`src/design/gmb_pkg.sv`:
```
// Shared types, constants and helpers for the grid maze backtracker.
package gmb_pkg;

    // Default store size, handed to the top-level parameters.
    localparam int DEF_MAX_COLUMNS = 32;
    localparam int DEF_MAX_ROWS    = 32;

    // Stream payload widths (bytes-rounded).
    localparam int IN_W  = 24;
    localparam int OUT_W = 16;

    // Configuration port.
    localparam int CFG_IDX_W = 1;
    localparam int CFG_W     = 6;
    localparam logic [CFG_IDX_W-1:0] REG_MAZE_WIDTH  = 1'b0;
    localparam logic [CFG_IDX_W-1:0] REG_MAZE_HEIGHT = 1'b1;
    localparam logic [CFG_W-1:0]     CFG_DIM_RESET   = 6'd32;

    // Width used for dimension compares; holds up to 511.
    localparam int DIM_W = 9;

    // Cell word: {seen, walls[3:0]}.
    localparam int CELL_W   = 5;
    localparam int SEEN_BIT = 4;
    localparam logic [3:0] WALL_N    = 4'b0001;
    localparam logic [3:0] WALL_S    = 4'b0010;
    localparam logic [3:0] WALL_E    = 4'b0100;
    localparam logic [3:0] WALL_W    = 4'b1000;
    localparam logic [3:0] WALLS_ALL = 4'b1111;

    // Probe sequence: current cell, then N, S, E, W.
    localparam logic [2:0] PROBE_LAST = 3'd4;

    typedef enum logic [1:0] {
        OP_START = 2'd0,
        OP_STEP  = 2'd1,
        OP_READ  = 2'd2,
        OP_NOP   = 2'd3
    } t_opcode;

    typedef enum logic [1:0] {
        DIR_N = 2'd0,
        DIR_S = 2'd1,
        DIR_E = 2'd2,
        DIR_W = 2'd3
    } t_dir;

    typedef enum logic [3:0] {
        ST_BOOT_CLR,
        ST_IDLE,
        ST_START_CLR,
        ST_INIT,
        ST_PROBE,
        ST_SETTLE,
        ST_CHOOSE,
        ST_WR_CUR,
        ST_WR_NB,
        ST_POP,
        ST_POP_WAIT,
        ST_OUT_RD,
        ST_RESP
    } t_state;

    typedef struct packed {
        logic load_item;
        logic clr_write;
        logic init;
        logic probe;
        logic choose;
        logic wr_cur;
        logic wr_nb;
        logic pop;
        logic pop_load;
        logic out_rd;
        logic out_load;
    } t_cmd;

    typedef struct packed {
        logic clr_last;
        logic probe_last;
        logic has_nb;
        logic stack_empty;
        logic out_free;
    } t_sts;

    // Wall removed on the current cell when moving in direction d.
    function automatic logic [3:0] here_wall(input t_dir d);
        logic [3:0] m;
        unique case (d)
            DIR_N:   m = WALL_N;
            DIR_S:   m = WALL_S;
            DIR_E:   m = WALL_E;
            DIR_W:   m = WALL_W;
            default: m = WALL_N;
        endcase
        return m;
    endfunction

    // Wall removed on the neighbor entered in direction d.
    function automatic logic [3:0] there_wall(input t_dir d);
        logic [3:0] m;
        unique case (d)
            DIR_N:   m = WALL_S;
            DIR_S:   m = WALL_N;
            DIR_E:   m = WALL_W;
            DIR_W:   m = WALL_E;
            default: m = WALL_S;
        endcase
        return m;
    endfunction

endpackage

```
`src/design/gmb_ctrl.sv`:
```
// Sequencer for the maze backtracker: decodes beats and steps the datapath.
module gmb_ctrl (
    input  logic             i_clk,
    input  logic             i_rst_n,
    input  logic             i_in_valid,
    input  gmb_pkg::t_opcode i_opcode,
    output logic             o_in_ready,
    input  gmb_pkg::t_sts    i_sts,
    output gmb_pkg::t_cmd    o_cmd
);
    import gmb_pkg::*;

    t_state r_state;
    t_state n_state;

    always_ff @(posedge i_clk) begin
        if (!i_rst_n) begin
            r_state <= ST_BOOT_CLR;
        end else begin
            r_state <= n_state;
        end
    end

    // Next state
    always_comb begin
        n_state = r_state;
        unique case (r_state)
            ST_BOOT_CLR: begin
                if (i_sts.clr_last) n_state = ST_IDLE;
            end
            ST_IDLE: begin
                if (i_in_valid) begin
                    case (i_opcode)
                        OP_START: n_state = ST_START_CLR;
                        OP_STEP:  n_state = i_sts.stack_empty ? ST_OUT_RD : ST_PROBE;
                        default:  n_state = ST_OUT_RD;
                    endcase
                end
            end
            ST_START_CLR: begin
                if (i_sts.clr_last) n_state = ST_INIT;
            end
            ST_INIT:     n_state = ST_OUT_RD;
            ST_PROBE: begin
                if (i_sts.probe_last) n_state = ST_SETTLE;
            end
            ST_SETTLE:   n_state = ST_CHOOSE;
            ST_CHOOSE:   n_state = i_sts.has_nb ? ST_WR_CUR : ST_POP;
            ST_WR_CUR:   n_state = ST_WR_NB;
            ST_WR_NB:    n_state = ST_OUT_RD;
            ST_POP:      n_state = ST_POP_WAIT;
            ST_POP_WAIT: n_state = ST_OUT_RD;
            ST_OUT_RD:   n_state = ST_RESP;
            ST_RESP: begin
                if (i_sts.out_free) n_state = ST_IDLE;
            end
            default:     n_state = ST_BOOT_CLR;
        endcase
    end

    // Outputs
    always_comb begin
        o_cmd      = '0;
        o_in_ready = 1'b0;
        unique case (r_state)
            ST_BOOT_CLR:  o_cmd.clr_write = 1'b1;
            ST_IDLE: begin
                o_in_ready      = 1'b1;
                o_cmd.load_item = i_in_valid;
            end
            ST_START_CLR: o_cmd.clr_write = 1'b1;
            ST_INIT:      o_cmd.init      = 1'b1;
            ST_PROBE:     o_cmd.probe     = 1'b1;
            ST_SETTLE:    o_cmd           = '0;
            ST_CHOOSE:    o_cmd.choose    = 1'b1;
            ST_WR_CUR:    o_cmd.wr_cur    = 1'b1;
            ST_WR_NB:     o_cmd.wr_nb     = 1'b1;
            ST_POP:       o_cmd.pop       = 1'b1;
            ST_POP_WAIT:  o_cmd.pop_load  = 1'b1;
            ST_OUT_RD:    o_cmd.out_rd    = 1'b1;
            ST_RESP:      o_cmd.out_load  = i_sts.out_free;
            default:      o_cmd           = '0;
        endcase
    end

    a_accept_leaves_idle: assert property (@(posedge i_clk) disable iff (!i_rst_n)
        (i_in_valid && o_in_ready) |=> (r_state != ST_IDLE))
        else $error("accepted beat did not start work");

    a_load_needs_room: assert property (@(posedge i_clk) disable iff (!i_rst_n)
        o_cmd.out_load |-> i_sts.out_free)
        else $error("result loaded over a pending one");

    a_choose_after_settle: assert property (@(posedge i_clk) disable iff (!i_rst_n)
        (r_state == ST_CHOOSE) |-> ($past(r_state) == ST_SETTLE))
        else $error("choice made before probes settled");

endmodule

```
`config.mk`:
```
export PLATFORM = sky130hd
export DESIGN_NAME = gmb_ctrl
export DESIGN_NICKNAME = d
export VERILOG_FILES = /design/src/design/gmb_pkg.sv /design/src/design/gmb_ctrl.sv
export SDC_FILE = /design/constraint.sdc
export NUM_CORES = 1
export LEC_CHECK = 0
export BUFFER_PORTS_ARGS = -buffer_cell sky130_fd_sc_hd__buf_2
export CORE_UTILIZATION = 35
export DETAILED_ROUTE_END_ITERATION = 8
export PLACE_DENSITY = 0.67
export SYNTH_ARGS = -nofsm -noshare
export SYNTH_HDL_FRONTEND = slang
export SYNTH_SLANG_ARGS = --single-unit
```
`constraint.sdc`:
```
create_clock -name i_clk -period 1.6 [get_ports i_clk]
set_input_delay 0.32 -clock i_clk [delete_from_list [all_inputs] [get_ports i_clk]]
set_output_delay 0.32 -clock i_clk [all_outputs]
set_load 0.01 [all_outputs]
```
# Word level (Yosys, flattened, before mapping)
# Index checks and enable logic that the tools add are counted.
[totals]
memories = 0
in_bits = 10
output_inout_bits = 12
mem_bits_ro = 0
mem_bits_rw = 0
regBits = 4
latchBits = 0
wordCells = 45
[classes]
add_sub_neg = 0
magnitude_cmp = 0
div_mod_pow = 0
multipliers = 0
n_reduce_logical = 5
shifts = 0
bitwise = 0
eq_ne = 18
mux = 21
[ops]
columns = ["op", "n"]
rows = [
  ["$pmux 4 s11", 1],
  ["$mux 4", 7],
  ["$eq 4x4->1 const B", 5],
  ["$eq 4x3->1 const B", 4],
  ["$mux 1", 12],
  ["$ne 2x2->1 const B", 5],
  ["$eq 4x2->1 const B", 2],
  ["$pmux 4 s2", 1],
  ["$reduce_and 5->1", 1],
  ["$eq 4x1->1 const B", 1],
  ["$logic_not 4->1", 1],
  ["$reduce_or 3->1", 1],
  ["$eq 2x1->1 const B", 1],
  ["$logic_not 2->1", 1],
  ["$reduce_or 2->1", 1],
]

# Longest topological paths before layout
# Gate-level depths: netlist of run 1.
[depth]
ltp_word = 4
mapped_depth = 6
mapped_depth_nobuf = 4

# Least setup slack after synthesis of run 1
# Ideal clock, no wire load.
[synth_timing]
path_kind = "register to output"
start = "register r_state[2]"
end = "output port o_cmd[10] in the netlist's numbering"
n_path_buf = 2
setup_slack_ns = 0.119
arrival_time_ns = 1.161
stages_incl_launch_ff = 5
required_time_ns = 1.280
path_cell_list = "dfxtp_1 -> buf_4 -> buf_2 -> nor3_1 -> and2_1"
[synth_rtl]
columns = ["item", "line", "text"]
rows = [
  ["from (decl)", "gmb_ctrl.sv:13", "t_state r_state;"],
  ["from (signal assigned)", "gmb_ctrl.sv:20", "r_state <= n_state;"],
  ["to (decl)", "gmb_ctrl.sv:9", "output gmb_pkg::t_cmd o_cmd"],
]

==> out/metrics.cfg, run 1 <==
[die]
die_area_um2=1600
core_um2=1320
ioPinCount=22
rows=13
die_y_um=40.0
die_w_um=40.0
initial_core_util_pct=38.4

[timing]
fin_ws_ns=0.0526
rsz0062_at_grt=no
finalCritPeriodShare_pct=96.7
setup_viol=0
period_needed_ns=1.55
timing.setup.tns_ns=0
slew_headroom_pct=75.5
report.final.slew_viol_count=0
hold_viol_final=0
worst_pin_slew_ns=0.363
fmax_mhz=646
finClkSkew_ns=0.00439

[worst_setup_path]
rr_worst_depth=4
r2r_end=r_state[3]$_SDFFE_PN0P_
worstSetupPathType=reg -> out
required_ns=1.28
startpoint=r_state[1]$_SDFFE_PN0P_
cp.arrival_ns=1.23
worstSetupStartpointType=flop
worstSetupEndpointType=output port
r2r_slack_ns=0.24
r2r_start=r_state[1]$_SDFFE_PN0P_
path_max_fanout=9

[global_route]
grt_max_degree=15
grt_use_total_pct=20.0
grt_pass1_vias=524
grt_pass1_wl_um=2170
antenna_found_initial=0
overflow=0

[clock_network]
cts_inserted_buffers=3
cts.clk_slew.worst_paths_ns=0.04
ctsHoldBuffers=0
htree_levels=1
worst_skew_pair.late_latency_ns=0.23
cts_setup_buffers=0
cts_tree=yes
cts_root_buf=clkbuf_4
cts_buffer_depth=2
cts_sinks=4

[cells_and_area]
area_delta_synth_final_pct=30.9
nNetsFinal=107
drive_above_1_share_pct=42.1
antenna_cells=0
largest_register_ffs=4
fin_cells=110
seqCellArea_um2=90.1
nFillCells=138
top_regs=r_state: 4 flops
top_register=r_state
multi_input_area_um2=369

[routing]
drc=0
num_vias=611
wl_um=1410
drtIter0Drc=6
antenna_left=0
wl_per_cell_um=12.8
drt-pass1-iter-count=3
post_drt_via_cell_ratio=5.55

[pwr]
ir_drop_uv=432
total_power_w=0.000765
power_density_nw_per_um2=1160
p_leak_nw=0.288

[worst_hold_path]
holdPathEnd=r_state[3]$_SDFFE_PN0P_
hold_path_class=in -> reg
hold_start=i_rst_n
holdPathStages=3

[flow_run]
max_cap_violations=0

[place]
dp_hpwl_um=1120
place_congestion=0.861
io_buffer_count=21
pre_cts_ws_ns=0.0881
dp.cells=107

[synth]
yosys-top-cells-area=dfxtp_1, nor3_1, nor2_1
yosysSeqAreaShare_pct=15.8
ys_types=34
ys_warn_count=0
yosysTopAreaCell=dfxtp_1
synth-edff-count=0
synth_cells=72
synth_flop_cell=dfxtp_1
synth_area_um2=505
synth-seq-cells=4
yosys.area.top_type_share_pct=15.8
synthTopCellsByCount=nor2_1, nor3_1, inv_1
avgSynthCellArea_um2=7.02
synth_nets=82
synthArstFlopShare_pct=0

[status]
outcome=finished, final reports clean

## per-layer routing
| layer | wire length [um] | part of all wire, % | GRT usage [%] |
|---|---|---|---|
| met2 | 684 | 49 | 36.7 |
| met4 | 13 | 0.92 | 6.03 |
| met5 | 0 | 0 | 0 |
| met1 | 646 | 46 | 23.9 |
| met3 | 61 | 4.3 | 2.22 |
## layout by cell type (no fill, tap or decap), types with 3 or more instances in the layout
cell type  synthesis  layout
nand2_1            4       4
inv_1              5       5
clkbuf_4           0       3
nor3_1             8       8
nor2_1             8       8
nand2b_1           3       3
nor4_1             3       3
a31oi_1            3       3
buf_2              3      21
buf_4              3       5
## cell type report
cell class	instances	area share [%]
clock buffers	3	3.40
inverters	5	2.84
multi-input cells	57	55.8
flip-flops and latches	4	13.6
well taps	15	2.84
repair buffers	26	21.6
## where the power goes
group | total (W) | switching, W | leakage, nW | internal [W]
sequential | 0.000194 | 0.0000609 | 0.0350 | 0.000133
clock | 0.000123 | 0.0000393 | 0.0138 | 0.0000837
combinational | 0.000447 | 0.000242 | 0.239 | 0.000205
total | 0.000765 | 0.000342 | 0.288 | 0.000422
## worst max-delay path, cell delays in order, from the launching register on
cell and delay [ns]:
dfxtp_4 0.38, or2b_1 0.29, nor2_1 0.16, buf_2 0.15
## timing repair
item,4_1_cts,5_1_grt
resized for setup,3,3
endpoints found under the setup margin,6,4
gates cloned,0,0
## worst max-delay path by stage
stage / endpoint / slack, ns / cells after the start
final: o_cmd[1] / 0.05 / 3
after global routing: o_cmd[1] / 0.008 / 3
after CTS: o_cmd[1] / 0.02 / 3
after detailed placement: r_state[2]$_SDFFE_PN0P_ / 0.09 / 4
after global placement: r_state[2]$_SDFFE_PN0P_ / 0.14 / 4
after floorplan: o_cmd[10] / 0.12 / 4
## cells by family after synthesis
group | Yosys count | synth area share (%)
and+or+nand+nor | 39 | 46.3
AOI/OAI and AO/OA | 18 | 26.7
buffers and inverters | 11 | 11.1
DFF | 4 | 15.8
## stage by stage
step | area, um^2 | hold WS [ns] | util, %
floorplan | 505 | 0.450 | -
global placement | 629 | 0.591 | 47.8
detailed placement | 629 | 0.596 | 47.8
CTS | 656 | 0.354 | 49.8
global route | 662 | 0.366 | 50.2
finish | 662 | 0.352 | 50.2
Power figures use the tool's default switching activity.
==> run 2: changes to the inputs <==
--- a/config.mk
+++ b/config.mk
@@ -6,8 +6,10 @@
 export NUM_CORES = 1
 export LEC_CHECK = 0
 export BUFFER_PORTS_ARGS = -buffer_cell sky130_fd_sc_hd__buf_2
+export CAP_MARGIN = 15
 export CORE_UTILIZATION = 35
 export DETAILED_ROUTE_END_ITERATION = 8
+export GPL_TIMING_DRIVEN = 0
 export PLACE_DENSITY = 0.67
 export SYNTH_ARGS = -nofsm -noshare
 export SYNTH_HDL_FRONTEND = slang
==> run 2 against run 1 <==
  * Final cell count grew 8.2%
  * Core utilization grew 8.0 points
  * Power grew 16%
  * Worst setup slack lost 0.011 ns
  * Non-clock buffer count grew 9
  * Sequential share of layout area shrank 2.8 points
  * Sequential power shrank 10%
  * Worst hold slack lost 0.0064 ns
  * Maximum frequency shrank 0.71%
  * Critical path depth grew 1
  * Clock skew grew 0.0080 ns
  * Clock power grew 9.8%
  * Largest cell class unchanged
==> out/metrics.cfg, run 2 (synthesized netlist as in run 1, its figures left out) <==
[routing]
post_drt_via_cell_ratio=5.45  ; -1.8%
num_vias=649  ; +6.2%
drt-pass1-iter-count=4  ; +1
wl_um=1470  ; +4.6%
drc=0  ; unchanged
wl_per_cell_um=12.4  ; -3.4%
drtIter0Drc=30  ; +24
antenna_left=0  ; unchanged

[pwr]
ir_drop_uv=632  ; +46%
p_leak_nw=0.344  ; +19%
power_density_nw_per_um2=1150  ; -0.25%
total_power_w=0.000884  ; +16%

[worst_hold_path]
hold_path_class=in -> reg

[cells_and_area]
area_delta_synth_final_pct=51.7
nNetsFinal=116  ; +8.4%
seqCellArea_um2=82.6  ; -8.3%
largest_register_ffs=4  ; unchanged
top_register=r_state
most-common-layout-cells=buf_2, buf_4, nor2_1
nFillCells=136  ; -1.4%
drive_above_1_share_pct=48.1  ; +6.0 points
antenna_cells=0  ; unchanged
top_regs=r_state: 4 flops
multi_input_area_um2=388  ; +5.1%
layout_commonest_cell=buf_2
fin_cells=119  ; +8.2%

[die]
ioPinCount=22  ; unchanged
initial_core_util_pct=38.4  ; unchanged
die_y_um=40.0  ; unchanged
rows=13  ; unchanged
core_um2=1320  ; unchanged
die_area_um2=1600  ; unchanged
die_w_um=40.0  ; unchanged

[timing]
worst_pin_slew_ns=0.333  ; -0.0302 ns
report.final.slew_viol_count=0  ; unchanged
setup_viol=0  ; unchanged
period_needed_ns=1.56  ; +0.0111 ns
fmax_mhz=642  ; -0.71%
hold_viol_final=0  ; unchanged
finalCritPeriodShare_pct=97.4  ; +0.69 points
slew_headroom_pct=77.6  ; +2.0 points
finClkSkew_ns=0.0124  ; +0.00797 ns

[clock_network]
worst_skew_pair.late_latency_ns=0.25  ; +0.02 ns
cts_sinks=4  ; unchanged
ctsHoldBuffers=0  ; unchanged
cts_tree=yes
cts_root_buf=clkbuf_4
cts.clk_slew.worst_paths_ns=0.05  ; about the same
cts_inserted_buffers=3  ; unchanged
cts_buffer_depth=2  ; unchanged
htree_levels=1  ; unchanged

[global_route]
grt_busiest_layer=met2
overflow=0  ; unchanged
grt_max_degree=11  ; -4
use_met2_pct=31.0  ; -5.6 points
grt_pass1_vias=507  ; -3.2%
grt_pass1_wl_um=2150  ; -0.97%
use_met1_pct=26.7  ; +2.7 points
antenna_found_initial=0  ; unchanged
grt_use_total_pct=19.6  ; -0.44 points
globalRouteMet3Util_pct=3.33  ; +1.1 points

[place]
place_congestion=0.828  ; -3.9%
io_buffer_count=21  ; unchanged
dp.cells=108  ; +0.93%
dp_hpwl_um=1030  ; -7.7%

[worst_setup_path]
worstSetupStartpointType=flop
worstSetupPathType=reg -> out
required_ns=1.28  ; about the same
path_max_fanout=10  ; +1
cp.arrival_ns=1.24  ; about the same
worstSetupEndpointType=output port

[flow_run]
max_cap_violations=0  ; unchanged

[status]
outcome=finished, final reports clean

-- run 2: changes by cell type in the layout (fill, tap and decap cells not counted), sizes merged --
cell	previous run	this run
buf	26	35
-- run 2: path summary, 6_finish.rpt --
check                                from                 endpoint  slack (ns)  cells past startpoint
setup / recovery  r_state[0]$_SDFFE_PN0P_                 o_cmd[0]        0.04                      4
hold / removal                    i_rst_n  r_state[2]$_SDFFE_PN0P_        0.35                      3
setup reg to reg  r_state[2]$_SDFFE_PN0P_  r_state[2]$_SDFFE_PN0P_        0.18                      6
hold reg to reg   r_state[1]$_SDFFE_PN0P_  r_state[0]$_SDFFE_PN0P_        0.69                      2
-- run 2: stage by stage --
stage | cell area (um^2) | setup TNS [ns] | util, % | hold slack, ns | worst slack [ns]
2_1_floorplan | 505 | 0 | - | 0.450 | 0.119
3_3_place_gp | 629 | 0 | 47.8 | 0.600 | 0.155
3_5_place_dp | 629 | 0 | 47.8 | 0.602 | 0.184
4_1_cts | 677 | 0 | 51.4 | 0.338 | 0.00345
5_1_grt | 767 | -0.0373 | 58.2 | 0.370 | -0.0315
6_report | 767 | 0 | 58.2 | 0.346 | 0.0415
-- run 2: critical path: stages (launching register included) --
cell	delay, ns
dfxtp_2	0.37
buf_6	0.16
nand2b_1	0.18
nor3_1	0.14
buf_2	0.15
-- run 2: area by class of cell --
cell class	instances	share of cell area (%)
Clock buffer	3	2.94
Timing Repair Buffer	29	21.5
Inverter	5	2.45
Sequential cell	4	10.8
Tap cell	15	2.45
Multi-Input combinational cell	57	50.6
Buffer	6	9.30
-- run 2: per-layer routing --
layer | vias up | part of all wire [%]
met5 | - | 0
met4 | 0 | 1.1
met3 | 2 | 6.4
met2 | 30 | 47
met1 | 282 | 45
li1 | 335 | -
-- run 2: repair_timing --
action,CTS,global route
setup buffers,0,8
setup endpoints to repair,8,8
pin swaps,0,2
gates resized for setup,9,7
endpoints found under the hold margin,0,0
-- run 2: power breakdown --
| group | internal [W] | switching [W] |
|---|---|---|
| Clock | 0.0000845 | 0.0000501 |
| Sequential | 0.000129 | 0.0000447 |
| Combinational | 0.000285 | 0.000290 |
| Total | 0.000499 | 0.000385 |
==> run 3: changes to the inputs <==
--- a/config.mk
+++ b/config.mk
@@ -7,10 +7,11 @@
 export LEC_CHECK = 0
 export BUFFER_PORTS_ARGS = -buffer_cell sky130_fd_sc_hd__buf_2
 export CAP_MARGIN = 15
-export CORE_UTILIZATION = 35
+export CORE_AREA = 2 2 39 41
 export DETAILED_ROUTE_END_ITERATION = 8
+export DIE_AREA = 0 0 41 43
 export GPL_TIMING_DRIVEN = 0
-export PLACE_DENSITY = 0.67
+export PLACE_DENSITY = 0.71
 export SYNTH_ARGS = -nofsm -noshare
 export SYNTH_HDL_FRONTEND = slang
 export SYNTH_SLANG_ARGS = --single-unit
==> run 3 against run 2 <==
  * Maximum frequency increased by 1.1%
  * Non-clock buffer count decreased by 5
  * Critical endpoint is now o_cmd[10]
  * Flip-flop and latch count unchanged
  * Register-to-register slack about the same
  * Clock power decreased by 5%
  * Largest power group unchanged
  * Highest routed layer unchanged
  * Largest cell class unchanged
  * Global-route usage decreased by 0.51 points
  * Die area increased by 10%
==> out/metrics.cfg, run 3 (synthesized netlist as in run 1, its figures left out) <==
[pwr]
clkPwrFrac_pct=14.8  ; -0.4 points
p_comb_share_pct=65.1  ; about the same
power_frac_seq_pct=20.0  ; +0.3 points
switchingPower_w=0.000385  ; about the same
switching_share_pct=44.7  ; +1.1 points
internal-power_w=0.000477  ; -4.3%
p_leak_nw=0.323  ; -6.0%
ir_drop_uv=392  ; -38%
power_density_nw_per_um2=1160  ; +0.69%

[place]
dp_hpwl_um=1060  ; +3.3%
place_congestion=0.843  ; +1.8%
dp.cells=109  ; +0.93%
io_buffer_count=21  ; unchanged

[timing]
finClkSkew_ns=0.00479  ; -0.00757 ns
fmax_mhz=649  ; +1.1%
timing.setup.tns_ns=0  ; unchanged
setup_viol=0  ; unchanged
rsz0062_at_grt=no
slew_headroom_pct=76.1  ; -1.4 points
finalCritPeriodShare_pct=96.3  ; -1.1 points
report.final.slew_viol_count=0  ; unchanged
worst_pin_slew_ns=0.355  ; +0.0213 ns
hold_viol_final=0  ; unchanged
period_needed_ns=1.54  ; -0.0174 ns

[worst_setup_path]
cp.arrival_ns=1.22  ; -0.02 ns
worstSetupPathType=reg -> out
path_max_fanout=10  ; unchanged
worstSetupStartpointType=flop
r2r_start=r_state[3]$_SDFFE_PN0P_
required_ns=1.28  ; about the same
startpoint=r_state[2]$_SDFFE_PN0P_
worstSetupEndpointType=output port
r2r_slack_ns=0.18  ; about the same

[clock_network]
cts_buffer_depth=2  ; unchanged
cts_sinks=4  ; unchanged
worst_skew_pair.late_latency_ns=0.24  ; about the same
htree_levels=1  ; unchanged
cts_root_buf=clkbuf_4
cts_tree=yes
cts.clk_slew.worst_paths_ns=0.04  ; about the same
cts_inserted_buffers=3  ; unchanged

[routing]
antenna_left=0  ; unchanged
drc=0  ; unchanged
wl_met3_um=88  ; -6.4%
highest_layer=met4
wl_um=1500  ; +1.9%
wl_met2_um=773  ; +11%
drtIter0Drc=14  ; -53%
wl_per_cell_um=13.0  ; +5.4%
drt-pass1-iter-count=4  ; unchanged
post_drt_via_cell_ratio=5.69  ; +4.3%
num_vias=654  ; +0.77%
drt-met1-wl_um=625  ; -5.9%

[global_route]
grt_max_degree=11  ; unchanged
grt_pass1_vias=550  ; +8.5%
antenna_found_initial=0  ; unchanged
grt_pass1_wl_um=2280  ; +6.4%
grt_use_total_pct=19.1  ; -0.51 points
overflow=0  ; unchanged

[die]
die_w_um=41  ; +2.5%
core_um2=1380  ; +5.0%
rows=14  ; +1
initial_core_util_pct=36.5  ; -1.8 points
die_area_um2=1760  ; +10%
ioPinCount=22  ; unchanged
die_y_um=43  ; +7.5%

[cells_and_area]
nNetsFinal=111  ; -4.3%
top_regs=r_state: 4 flops
largest_register_ffs=4  ; unchanged
nFillCells=135  ; -0.74%
antenna_cells=0  ; unchanged
drive_above_1_share_pct=48.5  ; +0.41 points
top_register=r_state
area_delta_synth_final_pct=47.0
fin_cells=115  ; -3.4%
most-common-layout-cells=buf_2, nor2_1, buf_4, inv_1
layout_commonest_cell=buf_2

[worst_hold_path]
hold_path_class=in -> reg
hold_start=i_rst_n

[flow_run]
max_cap_violations=0  ; unchanged

[status]
outcome=finished, final reports clean

## run 3: critical path, cell delays in order, from the launching register on
cell and delay (ns):
dfxtp_1 0.30, buf_6 0.14, buf_8 0.14, nor3_4 0.15, and2_1 0.13, buf_2 0.12
## run 3: final cells by class
| type | count | area [um^2] | share of cell area (%) |
|---|---|---|---|
| inverter | 5 | 18.8 | 2.53 |
| multi-input combinational | 57 | 405 | 54.5 |
| buffer | 6 | 63.8 | 8.59 |
| timing repair buffer | 24 | 128 | 17.2 |
| tap | 16 | 20.0 | 2.69 |
| sequential | 4 | 85.1 | 11.4 |
| clock buffer | 3 | 22.5 | 3.03 |
## run 3: per-stage QoR
stage                     setup slack, ns  total power (W)  util, %  cell area (um^2)  hold WS (ns)
after floorplan                     0.119         0.000496        -               505         0.450
after global placement              0.195         0.000614     45.6               631         0.604
after detailed placement            0.172         0.000623     45.6               631         0.599
after CTS                          0.0125         0.000778     49.0               678         0.351
after global routing              0.00321         0.000932     53.7               743         0.360
final                              0.0590         0.000862     53.7               743         0.354
## run 3: path summary, 6_finish.rpt
| kind | endpoint | cells past startpoint |
|---|---|---|
| setup / recovery | o_cmd[10] | 5 |
| hold / removal | r_state[2]$_SDFFE_PN0P_ | 3 |
| setup reg to reg | r_state[1]$_SDFFE_PN0P_ | 6 |
| hold reg to reg | r_state[0]$_SDFFE_PN0P_ | 2 |
## run 3: metal layers
metal | GRT usage (%) | vias up
met5 | 0 | -
met4 | 12.0 | 0
met3 | 4.71 | 2
met2 | 27.2 | 28
met1 | 24.4 | 300
li1 | - | 324
## run 3: power groups by stage
| stage | clock network (W) | registers, W | logic (W) |
|---|---|---|---|
| 2_1_floorplan | 0 | 0.000154 | 0.000342 |
| 3_3_place_gp | 0 | 0.000165 | 0.000450 |
| 3_5_place_dp | 0 | 0.000165 | 0.000458 |
| 4_1_cts | 0.000128 | 0.000168 | 0.000483 |
| 5_1_grt | 0.000141 | 0.000180 | 0.000611 |
| 6_report | 0.000128 | 0.000173 | 0.000562 |
## run 3: timing repair
action                     CTS  global route
pin swaps                    0             1
setup endpoints to repair    8             8
setup buffers                0             3
resized for setup            9             9
hold buffers                 0             0
